--- src/hdl/ccd_pkg.sv ---
package ccd_pkg;

	localparam int SLOTS_DEF = 8;
	localparam int QDEPTH = 2;
	localparam logic [15:0] STOCK_MAX = 16'hFFFF;

	typedef enum logic [1:0] {
		OP_ADD    = 2'd0,
		OP_REMOVE = 2'd1,
		OP_CHANGE = 2'd2,
		OP_NONE   = 2'd3
	} op_t;

	typedef enum logic [2:0] {
		ST_DONE    = 3'd0,
		ST_SHORT   = 3'd1,
		ST_UNKNOWN = 3'd2,
		ST_FULL    = 3'd3,
		ST_SAT     = 3'd4
	} status_t;

	typedef struct packed {
		logic [1:0]  op;
		logic [15:0] coin_value;
		logic [15:0] coin_count;
		logic [23:0] change_due;
	} item_t;

	typedef struct packed {
		logic [15:0] paid_value;
		logic [15:0] paid_count;
		logic        ok;
		logic [2:0]  status;
		logic        last;
	} result_t;

endpackage

--- src/hdl/ccd_if.sv ---
interface ccd_item_if;
	logic             valid;
	logic             ready;
	ccd_pkg::item_t   data;
	modport source (output valid, output data, input ready);
	modport sink (input valid, input data, output ready);
endinterface

interface ccd_result_if;
	logic             valid;
	logic             ready;
	ccd_pkg::result_t data;
	modport source (output valid, output data, input ready);
	modport sink (input valid, input data, output ready);
endinterface

--- src/hdl/coin_change_dispenser_core.sv ---
// channel  | role   | payload
// item_in  | sink   | op, coin_value, coin_count, change_due
// res_out  | source | paid_value, paid_count, ok, status, last
// A change plan runs the 24-step restoring divider once per denomination used,
// scanning the slots from the largest coin value down.
// Reset clears the coin table at once; no clearing pass.
// A two-entry queue lets the front accept while the back end is busy or stalled.
module coin_change_dispenser_core #(
	parameter int SLOTS = ccd_pkg::SLOTS_DEF
) (
	input logic   clk,
	input logic   arst_n,
	ccd_item_if.sink     item_in,
	ccd_result_if.source res_out
);
	logic q_valid, q_ready;
	ccd_pkg::item_t q_data;

	ccd_front u_front (
		.clk(clk), .arst_n(arst_n),
		.in_valid(item_in.valid), .in_ready(item_in.ready), .in_data(item_in.data),
		.q_valid(q_valid), .q_ready(q_ready), .q_data(q_data)
	);

	ccd_back #(.SLOTS(SLOTS)) u_back (
		.clk(clk), .arst_n(arst_n),
		.q_valid(q_valid), .q_ready(q_ready), .q_data(q_data),
		.out_valid(res_out.valid), .out_ready(res_out.ready), .out_data(res_out.data)
	);
endmodule

--- src/hdl/ccd_front.sv ---
// Accept beats, drop no-op codes, and queue the rest for the back end.
module ccd_front (
	input  logic           clk,
	input  logic           arst_n,
	input  logic           in_valid,
	output logic           in_ready,
	input  ccd_pkg::item_t in_data,
	output logic           q_valid,
	input  logic           q_ready,
	output ccd_pkg::item_t q_data
);
	localparam int AW = $clog2(ccd_pkg::QDEPTH);

	ccd_pkg::item_t mem_q [ccd_pkg::QDEPTH];
	logic [AW-1:0] wp_q, rp_q;
	logic [AW:0]   cnt_q;
	logic push, pop;

	assign in_ready = (cnt_q != AW'(0) + (AW+1)'(ccd_pkg::QDEPTH));
	assign push = in_valid && in_ready && (in_data.op != ccd_pkg::OP_NONE);
	assign q_valid = (cnt_q != '0);
	assign pop = q_valid && q_ready;
	assign q_data = mem_q[rp_q];

	// Store queued items
	always_ff @(posedge clk) begin
		if (push) mem_q[wp_q] <= in_data;
	end

	// Advance pointers and fill count
	always_ff @(posedge clk or negedge arst_n) begin
		if (!arst_n) begin
			wp_q <= '0;
			rp_q <= '0;
			cnt_q <= '0;
		end else begin
			if (push) wp_q <= (wp_q == AW'(ccd_pkg::QDEPTH-1)) ? '0 : wp_q + 1'b1;
			if (pop) rp_q <= (rp_q == AW'(ccd_pkg::QDEPTH-1)) ? '0 : rp_q + 1'b1;
			cnt_q <= cnt_q + (AW+1)'(push) - (AW+1)'(pop);
		end
	end
endmodule

--- src/hdl/ccd_div.sv ---
// Restoring divider: 24-bit dividend by 16-bit divisor, one quotient bit a cycle.
module ccd_div (
	input  logic        clk,
	input  logic        arst_n,
	input  logic        start,
	input  logic [23:0] dividend,
	input  logic [15:0] divisor,
	output logic        busy,
	output logic [23:0] quot
);
	logic [4:0]  step_q;
	logic        busy_q;
	logic [23:0] quo_q;
	logic [16:0] rem_q;
	logic [15:0] dsr_q;
	logic [16:0] trial;

	assign trial = {rem_q[15:0], quo_q[23]};
	assign busy = busy_q;
	assign quot = quo_q;

	// Shift one dividend bit in and subtract when it fits
	always_ff @(posedge clk or negedge arst_n) begin
		if (!arst_n) begin
			busy_q <= 1'b0;
			step_q <= '0;
		end else if (start) begin
			busy_q <= 1'b1;
			step_q <= 5'd0;
		end else if (busy_q) begin
			step_q <= step_q + 5'd1;
			if (step_q == 5'd23) busy_q <= 1'b0;
		end
	end

	always_ff @(posedge clk) begin
		if (start) begin
			quo_q <= dividend;
			rem_q <= '0;
			dsr_q <= divisor;
		end else if (busy_q) begin
			if (trial >= {1'b0, dsr_q}) begin
				rem_q <= trial - {1'b0, dsr_q};
				quo_q <= {quo_q[22:0], 1'b1};
			end else begin
				rem_q <= trial;
				quo_q <= {quo_q[22:0], 1'b0};
			end
		end
	end
endmodule

--- src/hdl/ccd_back.sv ---
// Keep the coin table and execute add, remove and change plans.
module ccd_back #(
	parameter int SLOTS = ccd_pkg::SLOTS_DEF
) (
	input  logic             clk,
	input  logic             arst_n,
	input  logic             q_valid,
	output logic             q_ready,
	input  ccd_pkg::item_t   q_data,
	output logic             out_valid,
	input  logic             out_ready,
	output ccd_pkg::result_t out_data
);
	localparam int IW = (SLOTS > 1) ? $clog2(SLOTS) : 1;
	localparam int CW = $clog2(SLOTS + 1);

	typedef enum logic [6:0] {
		S_IDLE  = 7'b0000001,
		S_SCAN  = 7'b0000010,
		S_DIVGO = 7'b0000100,
		S_DIVW  = 7'b0001000,
		S_TAKE  = 7'b0010000,
		S_EMIT  = 7'b0100000,
		S_OUT   = 7'b1000000
	} state_t;

	state_t state_q;
	logic [15:0] val_q [SLOTS];
	logic [15:0] stk_q [SLOTS];
	logic [CW-1:0] used_q;
	ccd_pkg::item_t it_q;
	logic [CW-1:0] idx_q;      // slots left to scan
	logic [23:0] rest_q;
	logic [15:0] pv_q [SLOTS];
	logic [15:0] pc_q [SLOTS];
	logic [CW-1:0] n_q, k_q;
	ccd_pkg::result_t res_q;
	logic ovalid_q;

	logic div_start, div_busy;
	logic [23:0] div_quot;
	logic [IW-1:0] cur;
	logic [15:0] coin, have, take;
	logic [39:0] prod;

	// Lookup of the queued coin value and of its sorted insertion position
	logic hit;
	logic [IW-1:0] hidx;
	logic [CW-1:0] ipos;
	always_comb begin
		hit = 1'b0;
		hidx = '0;
		ipos = used_q;
		for (int i = 0; i < SLOTS; i++) begin
			if (CW'(i) < used_q && val_q[i] == q_data.coin_value && !hit) begin
				hit = 1'b1;
				hidx = IW'(i);
			end
		end
		for (int i = SLOTS - 1; i >= 0; i--) begin
			if (CW'(i) < used_q && val_q[i] > q_data.coin_value) ipos = CW'(i);
		end
	end

	assign cur = IW'(idx_q - CW'(1));
	assign coin = val_q[cur];
	assign have = stk_q[cur];
	assign take = (div_quot > {8'd0, have}) ? have : div_quot[15:0];
	assign prod = coin * take;
	assign div_start = (state_q == S_DIVGO);

	ccd_div u_div (
		.clk(clk), .arst_n(arst_n), .start(div_start),
		.dividend(rest_q), .divisor(coin), .busy(div_busy), .quot(div_quot)
	);

	assign q_ready = (state_q == S_IDLE) && !ovalid_q;
	assign out_valid = ovalid_q;
	assign out_data = res_q;

	logic [16:0] sum;
	assign sum = {1'b0, stk_q[hidx]} + {1'b0, q_data.coin_count};

	// Classify the queued beat into its first result
	logic idle_ok;
	ccd_pkg::status_t idle_st;
	always_comb begin
		idle_ok = 1'b0;
		idle_st = ccd_pkg::ST_DONE;
		if (q_data.op == ccd_pkg::OP_CHANGE) begin
			idle_ok = (q_data.change_due == '0);
		end else if (q_data.coin_value == '0) begin
			idle_st = ccd_pkg::ST_UNKNOWN;
		end else if (q_data.op == ccd_pkg::OP_ADD) begin
			if (hit) begin
				idle_ok = 1'b1;
				if (sum[16]) idle_st = ccd_pkg::ST_SAT;
			end else if (used_q == CW'(SLOTS)) begin
				idle_st = ccd_pkg::ST_FULL;
			end else begin
				idle_ok = 1'b1;
			end
		end else begin
			if (!hit) idle_st = ccd_pkg::ST_UNKNOWN;
			else if (stk_q[hidx] < q_data.coin_count) idle_st = ccd_pkg::ST_SHORT;
			else idle_ok = 1'b1;
		end
	end

	always_ff @(posedge clk or negedge arst_n) begin
		if (!arst_n) begin
			state_q <= S_IDLE;
			used_q <= '0;
			ovalid_q <= 1'b0;
			idx_q <= '0;
			n_q <= '0;
			k_q <= '0;
			for (int i = 0; i < SLOTS; i++) begin
				val_q[i] <= '0;
				stk_q[i] <= '0;
			end
		end else begin
			if (ovalid_q && out_ready && state_q != S_EMIT) ovalid_q <= 1'b0;
			unique case (state_q)
				S_IDLE: begin
					if (q_valid && !ovalid_q) begin
						it_q <= q_data;
						res_q <= '{paid_value: '0, paid_count: '0, ok: idle_ok,
							status: idle_st, last: 1'b1};
						if (q_data.op == ccd_pkg::OP_CHANGE) begin
							rest_q <= q_data.change_due;
							idx_q <= used_q;
							n_q <= '0;
							if (q_data.change_due == '0) begin
								ovalid_q <= 1'b1;
							end else begin
								state_q <= S_SCAN;
							end
						end else begin
							ovalid_q <= 1'b1;
							if (q_data.coin_value != '0) begin
								if (q_data.op == ccd_pkg::OP_ADD) begin
									if (hit) begin
										if (sum[16]) stk_q[hidx] <= ccd_pkg::STOCK_MAX;
										else stk_q[hidx] <= sum[15:0];
									end else if (used_q != CW'(SLOTS)) begin
										used_q <= used_q + CW'(1);
										for (int i = 0; i < SLOTS; i++) begin
											if (CW'(i) == ipos) begin
												val_q[i] <= q_data.coin_value;
												stk_q[i] <= q_data.coin_count;
											end else if (CW'(i) > ipos && CW'(i) <= used_q) begin
												val_q[i] <= val_q[i-1];
												stk_q[i] <= stk_q[i-1];
											end
										end
									end
								end else if (hit && stk_q[hidx] >= q_data.coin_count) begin
									stk_q[hidx] <= stk_q[hidx] - q_data.coin_count;
								end
							end
						end
					end
				end
				S_SCAN: begin
					if (idx_q == '0) begin
						if (rest_q != '0 || n_q == '0) begin
							res_q.status <= ccd_pkg::ST_SHORT;
							ovalid_q <= 1'b1;
							state_q <= S_IDLE;
						end else begin
							k_q <= '0;
							state_q <= S_EMIT;
						end
					end else if (coin == '0 || {8'd0, coin} > rest_q || have == '0) begin
						idx_q <= idx_q - CW'(1);
					end else begin
						state_q <= S_DIVGO;
					end
				end
				S_DIVGO: state_q <= S_DIVW;
				S_DIVW: if (!div_busy) state_q <= S_TAKE;
				S_TAKE: begin
					rest_q <= rest_q - prod[23:0];
					pv_q[n_q[IW-1:0]] <= coin;
					pc_q[n_q[IW-1:0]] <= take;
					n_q <= n_q + CW'(1);
					idx_q <= idx_q - CW'(1);
					state_q <= S_SCAN;
				end
				S_EMIT: begin
					if (!ovalid_q || out_ready) begin
						res_q <= '{paid_value: pv_q[k_q[IW-1:0]],
							paid_count: pc_q[k_q[IW-1:0]], ok: 1'b1,
							status: ccd_pkg::ST_DONE, last: (k_q == n_q - CW'(1))};
						ovalid_q <= 1'b1;
						k_q <= k_q + CW'(1);
						if (k_q == n_q - CW'(1)) state_q <= S_OUT;
					end
				end
				S_OUT: state_q <= S_IDLE;
				default: state_q <= S_IDLE;
			endcase
		end
	end

	logic unused;
	assign unused = ^it_q;
endmodule

--- src/flat_wrapper.sv ---
// flat-port wrapper written by rule: the top's interface ports become plain ports
module coin_change_dispenser_core_flat 
#(
	parameter int SLOTS = ccd_pkg::SLOTS_DEF
)
  (clk, arst_n, item_in_valid, item_in_data, item_in_ready, res_out_valid, res_out_data, res_out_ready);
  ccd_item_if item_in_i ();
  ccd_result_if res_out_i ();
  input logic clk;
  input logic arst_n;
  input wire logic [$bits(item_in_i.valid)-1:0] item_in_valid;
  input wire logic [$bits(item_in_i.data)-1:0] item_in_data;
  output wire logic [$bits(item_in_i.ready)-1:0] item_in_ready;
  output wire logic [$bits(res_out_i.valid)-1:0] res_out_valid;
  output wire logic [$bits(res_out_i.data)-1:0] res_out_data;
  input wire logic [$bits(res_out_i.ready)-1:0] res_out_ready;
  assign item_in_i.valid = item_in_valid;
  assign item_in_i.data = item_in_data;
  assign item_in_ready = item_in_i.ready;
  assign res_out_valid = res_out_i.valid;
  assign res_out_data = res_out_i.data;
  assign res_out_i.ready = res_out_ready;
  coin_change_dispenser_core #(.SLOTS(SLOTS)) u_core (.clk(clk), .arst_n(arst_n), .item_in(item_in_i), .res_out(res_out_i));
endmodule
--- config.mk ---
export PLATFORM = sky130hd
export DESIGN_NAME = coin_change_dispenser_core_flat
export DESIGN_NICKNAME = d
export VERILOG_FILES = /design/src/hdl/ccd_pkg.sv /design/src/hdl/ccd_if.sv /design/src/hdl/coin_change_dispenser_core.sv /design/src/hdl/ccd_front.sv /design/src/hdl/ccd_div.sv /design/src/hdl/ccd_back.sv /design/src/flat_wrapper.sv
export SDC_FILE = /design/constraint.sdc
export NUM_CORES = 2
export LEC_CHECK = 0
export BUFFER_PORTS_ARGS = -buffer_cell sky130_fd_sc_hd__buf_2
export CAP_MARGIN = 20
export CORE_MARGIN = 2
export CORE_UTILIZATION = 23
export CTS_CLUSTER_SIZE = 24
export DETAILED_ROUTE_END_ITERATION = 12
export PLACE_DENSITY = 0.44
export RECOVER_POWER = 50
export SKIP_LAST_GASP = 1
export SYNTH_ARGS = -nofsm -noshare
export SYNTH_HDL_FRONTEND = slang
export SYNTH_SLANG_ARGS = --single-unit
--- constraint.sdc ---
create_clock -name clk -period 11.5 [get_ports clk]
set_input_delay 1.15 -clock clk [delete_from_list [all_inputs] [get_ports clk]]
set_output_delay 1.15 -clock clk [all_outputs]
set_load 0.01 [all_outputs]
==> results.txt <==
The cell area after layout is just under 60000 um2. The number of synthesized flops with an enable pin is between 400 and 500. The total power draw is roughly 14 mW. Counting stages on the worst path, the most repeated cell is sky130_fd_sc_hd__fa_1. The number of antenna violations at the first check in global routing came out at 7. The number of detailed-routing iterations run before antenna repair is 6. The net count of the finished layout came out at approximately 5600. The top fanout value on the critical path is 18. The shortest period the worst path allows is 10.62 ns. The worst setup path is launched from a register. The site row count is between 150 and 200. Prior to clock tree synthesis, the placed netlist has a worst setup slack of between 1 and 1.5 ns. The net count after synthesis is 5390.

The number of different library cells in the post-synthesis netlist is 100. The wire length reported by the detailed router came out at between 150 and 200 mm. The part of the Yosys area used for sequential elements is between 40% and 50%.

The number of CTS-inserted buffers is 95. Sorting the synthesized cells by area gives the leading types as sky130_fd_sc_hd__edfxtp_1 28%, sky130_fd_sc_hd__dfrtp_1 14%, sky130_fd_sc_hd__fa_1 7.7%. The number of buffers added on ports came out at 100. Among all flip-flop cells after synthesis, the most frequent one is sky130_fd_sc_hd__edfxtp_1.

The maximum number of pins on one net before global-route repair came out at 82. Once detail routing completed, the nets flagged for antenna violations numbered 0. Sorting the synthesized cells by how often they occur yields 562 x sky130_fd_sc_hd__nand2_1, 473 x sky130_fd_sc_hd__edfxtp_1, 391 x sky130_fd_sc_hd__nor2_1, 386 x sky130_fd_sc_hd__o21ai_0, 371 x sky130_fd_sc_hd__inv_1. The worst setup path is captured at a register. During synthesis, Yosys emitted a total of 0 warnings. The run finished, with violations left. Power spread over the standard cell area amounts to approximately 240 nW/um2. The checks that failed: max-capacitance violations, max-slew violations. The global route total overflow is 0. The placed instances occupy a cell area of approximately 56000 um2. The via count is around 40000. In this run the deepest clock path goes through 3 buffers.

The startpoint of the worst-slack reg-to-reg timing path is u_core.u_back.idx_q[0]$_DFFE_PN0P_. The number of pins with negative max-slew slack in the final report is about 850. Setup repair after global routing left no endpoint under its margin. The worst IR drop on VDD came out at 0.173 mV. The effective utilization at floorplan is between 20 and 25%.

Counting instances, the worst hold path has a depth of 2. The worst hold endpoint is u_core.u_back.u_div.rem_q[15]$_SDFFE_PP0P_. In this run the clock root is driven by a sky130_fd_sc_hd__clkbuf_16. The number of gates given a new drive strength after cts came out at 0.

The post-layout utilization of the core came out at 26.9%. The area of the mapped netlist is between 50000 and 60000 um2. Dividing the detail-routed via count by the number of cells gives 4.91.

The vertical extent of the die is 475 um. In the post-synthesis netlist, the cell with the most instances is sky130_fd_sc_hd__nand2_1. The required time reported for the critical path endpoint is between 10 and 15 ns. The number of failing setup endpoints in the final timing report came out at 0.

The share of the clock period used by the worst path is 92.3%. The tree built by TritonCTS fans out to 779 sinks. The final worst-path setup slack is about 0.88 ns.

For flop-to-flop paths, the worst setup slack is a little under 0.9 ns. The clock arrives with 0.106 ns of skew. The number of DRC markers after the initial detailed-route iteration came out at 3347.

At the end of routability-driven placement, the weighted congestion stood at 0.885. The tool flagged a number of max-cap violations equal to 23. The number of hold buffers added after CTS came out at 0. Clock-pin slew was measured on the worst setup and hold paths at about 0.060 ns.

The per-cell routed wire length is around 23 um. The data arrival time at the worst-slack endpoint came out at 11.06 ns. The x dimension of the die is around 470 um. The first global-routing pass estimated about 280 mm of wire. The layout has around 23000 filler cells.

The worst hold path begins at u_core.u_back.u_div.rem_q[15]$_SDFFE_PP0P_. The maximum clock rate came out at ~0.094 GHz. The worst register-to-register path ends at u_core.u_back.rest_q[23]$_DFFE_PP_. The number of top-level design ports came out at ~100. The static leakage is roughly 23 nW.

The normalized max-slew margin is -246%. The path depth of the worst reg2reg path is 30. The hold violation count in the final report is 0. The total global-route track usage came out at 16.5%. The via count of the first global-routing pass was around 40000. The post-synthesis register bit count came out at roughly 780. The area share of the largest cell type after synthesis came out at roughly 28%.

The kind of critical path is reg -> reg. The biggest area consumer among synthesized cells is sky130_fd_sc_hd__edfxtp_1. The final setup TNS came out at 0 ns. The synthesis-to-layout area growth is 16.0%. The wire-length estimate of the detail-placed layout is 133 mm. For the pin with the worst max-slew slack, the measured transition is ~5.2 ns. After detailed routing, the number of remaining DRC violations is 0. The TritonCTS clock tree is built. The fraction of final layout cells sized beyond drive strength 1 is 12.0%. The number of cells produced by synthesis came out at 4841. The CTS H-tree depth is 3. The number of buffers inserted to repair setup after CTS is 0. The share of flip-flops with an asynchronous set or reset came out at approximately 37%. The placeable core area came out at around 220000 um2. The peak per-stage delay on the critical path is about 1.2 ns. The die area came out at approximately 230000 um2.

The cell with the largest stage delay on the worst path is sky130_fd_sc_hd__clkbuf_1. The class of the most critical hold timing path is reg -> reg. The post-synthesis average cell area is ~11 um2. The clock latency at the later pin of the worst-skew pair came out at just under 0.8 ns.
## metal layers
layer | vias to the layer above | global-route usage (%) | part of all wire (%)
li1 | 17776 | - | -
met5 | - | 0 | 0
met3 | 324 | 2.20 | 5.6
met2 | 1377 | 27.5 | 48
met1 | 20046 | 21.5 | 43
met4 | 0 | 6.77 | 4.2
## layout make-up
class / instances / area, um2 / share of cell area (%)
Clock buffer: 119 / 2520 / 4.26
Clock inverter: 59 / 714 / 1.21
Tap cell: 2958 / 3700 / 6.26
Timing Repair Buffer: 304 / 1990 / 3.36
Antenna cell: 1 / 2.50 / 0.00424
Inverter: 382 / 1430 / 2.43
Sequential cell: 779 / 21800 / 36.9
Multi-Input combinational cell: 3442 / 26900 / 45.6
## worst max-delay path: cells and delay by family (launching register included)
| family | cells | cell delay, ns |
|---|---|---|
| compound gates | 8 | 1.61 |
| flops | 1 | 0.48 |
| xor+xnor | 2 | 0.66 |
| simple gates | 3 | 0.73 |
| fa+ha+maj | 8 | 3.47 |
| buf+inv | 8 | 3.05 |
| mux | 1 | 0.28 |
## kinds of logic (layout without fill, tap and decap cells)
family                   count (synthesis)  in the layout  share of synthesized area, %
flip-flops                             779            779                          42.8
AND/OR/NAND/NOR                       1346           1346                          11.9
multiplexers                           363            363                          10.5
AO/OA/AOI/OAI                         1166           1166                          13.7
other                                    0              1                             0
adder cells (fa/ha/maj)                487            487                          14.8
XOR/XNOR                                80             80                          1.42
buffers and inverters                  620            864                          4.78
## flip-flops by register name, indices dropped and copies added, names as in the netlist, 2 cells and up
register	flops
u_core.u_back.pc_q	128
u_core.u_back.pv_q	128
u_core.u_back.stk_q	128
u_core.u_back.val_q	128
u_core.u_front.mem_q	116
u_core.u_back.out_data	37
u_core.u_back.rest_q	24
u_core.u_back.u_div.quot	24
u_core.u_back.u_div.dsr_q	16
u_core.u_back.u_div.rem_q	16
u_core.u_back.state_q	7
u_core.u_back.u_div.step_q	5
u_core.u_back.idx_q	4
u_core.u_back.k_q	4
u_core.u_back.n_q	4
u_core.u_back.used_q	4
u_core.u_front.cnt_q	2
## metrics by stage
stage               hold slack, ns  std cells
finish                       0.478       8044
global route                 0.516       8043
CTS                          0.388       8041
detailed placement           0.474       7863
global placement             0.463       7860
floorplan                    0.446       4841
## power breakdown
part	leakage, nW	switching, mW	internal, mW
clock	1.55	1.29	1.83
sequential	8.38	0.386	3.56
combinational	13.2	4.81	2.34
## cells in the final DEF (no fill, tap or decap), types with 30 or more instances in the layout
cell,count
sky130_fd_sc_hd__clkbuf_1,121
sky130_fd_sc_hd__nor2_1,386
sky130_fd_sc_hd__xnor2_1,59
sky130_fd_sc_hd__ha_1,291
sky130_fd_sc_hd__mux2_2,60
sky130_fd_sc_hd__mux4_2,121
sky130_fd_sc_hd__nand4_1,61
sky130_fd_sc_hd__dfrtp_1,286
sky130_fd_sc_hd__a211oi_1,54
sky130_fd_sc_hd__buf_4,165
sky130_fd_sc_hd__fa_1,195
sky130_fd_sc_hd__a21o_1,60
sky130_fd_sc_hd__nor4_1,36
sky130_fd_sc_hd__a21oi_1,296
sky130_fd_sc_hd__o21ai_0,383
sky130_fd_sc_hd__nand2_1,558
sky130_fd_sc_hd__o22ai_1,30
sky130_fd_sc_hd__clkbuf_16,95
sky130_fd_sc_hd__mux2i_1,149
sky130_fd_sc_hd__edfxtp_1,473
sky130_fd_sc_hd__o21ai_1,84
sky130_fd_sc_hd__nand3_1,44
sky130_fd_sc_hd__nor3_1,47
sky130_fd_sc_hd__nor2b_1,34
sky130_fd_sc_hd__inv_1,373
## worst max path at each step
| stage | start | to | slack (ns) | cells after the start |
|---|---|---|---|---|
| 6_report | u_core.u_back.idx_q[0]$_DFFE_PN0P_ | u_core.u_back.rest_q[23]$_DFFE_PP_ | 0.88 | 30 |
| 5_1_grt | u_core.u_back.idx_q[0]$_DFFE_PN0P_ | u_core.u_back.rest_q[23]$_DFFE_PP_ | 0.30 | 31 |
| 2_1_floorplan | u_core.u_back.idx_q[0]$_DFFE_PN0P_ | u_core.u_back.rest_q[23]$_DFFE_PP_ | 0.29 | 46 |
| 4_1_cts | u_core.u_back.idx_q[0]$_DFFE_PN0P_ | u_core.u_back.rest_q[23]$_DFFE_PP_ | 1.07 | 36 |
| 3_5_place_dp | u_core.u_back.idx_q[0]$_DFFE_PN0P_ | u_core.u_back.rest_q[23]$_DFFE_PP_ | 1.11 | 36 |
| 3_3_place_gp | u_core.u_back.idx_q[0]$_DFFE_PN0P_ | u_core.u_back.rest_q[23]$_DFFE_PP_ | 1.07 | 36 |
Power figures use the tool's default switching activity.
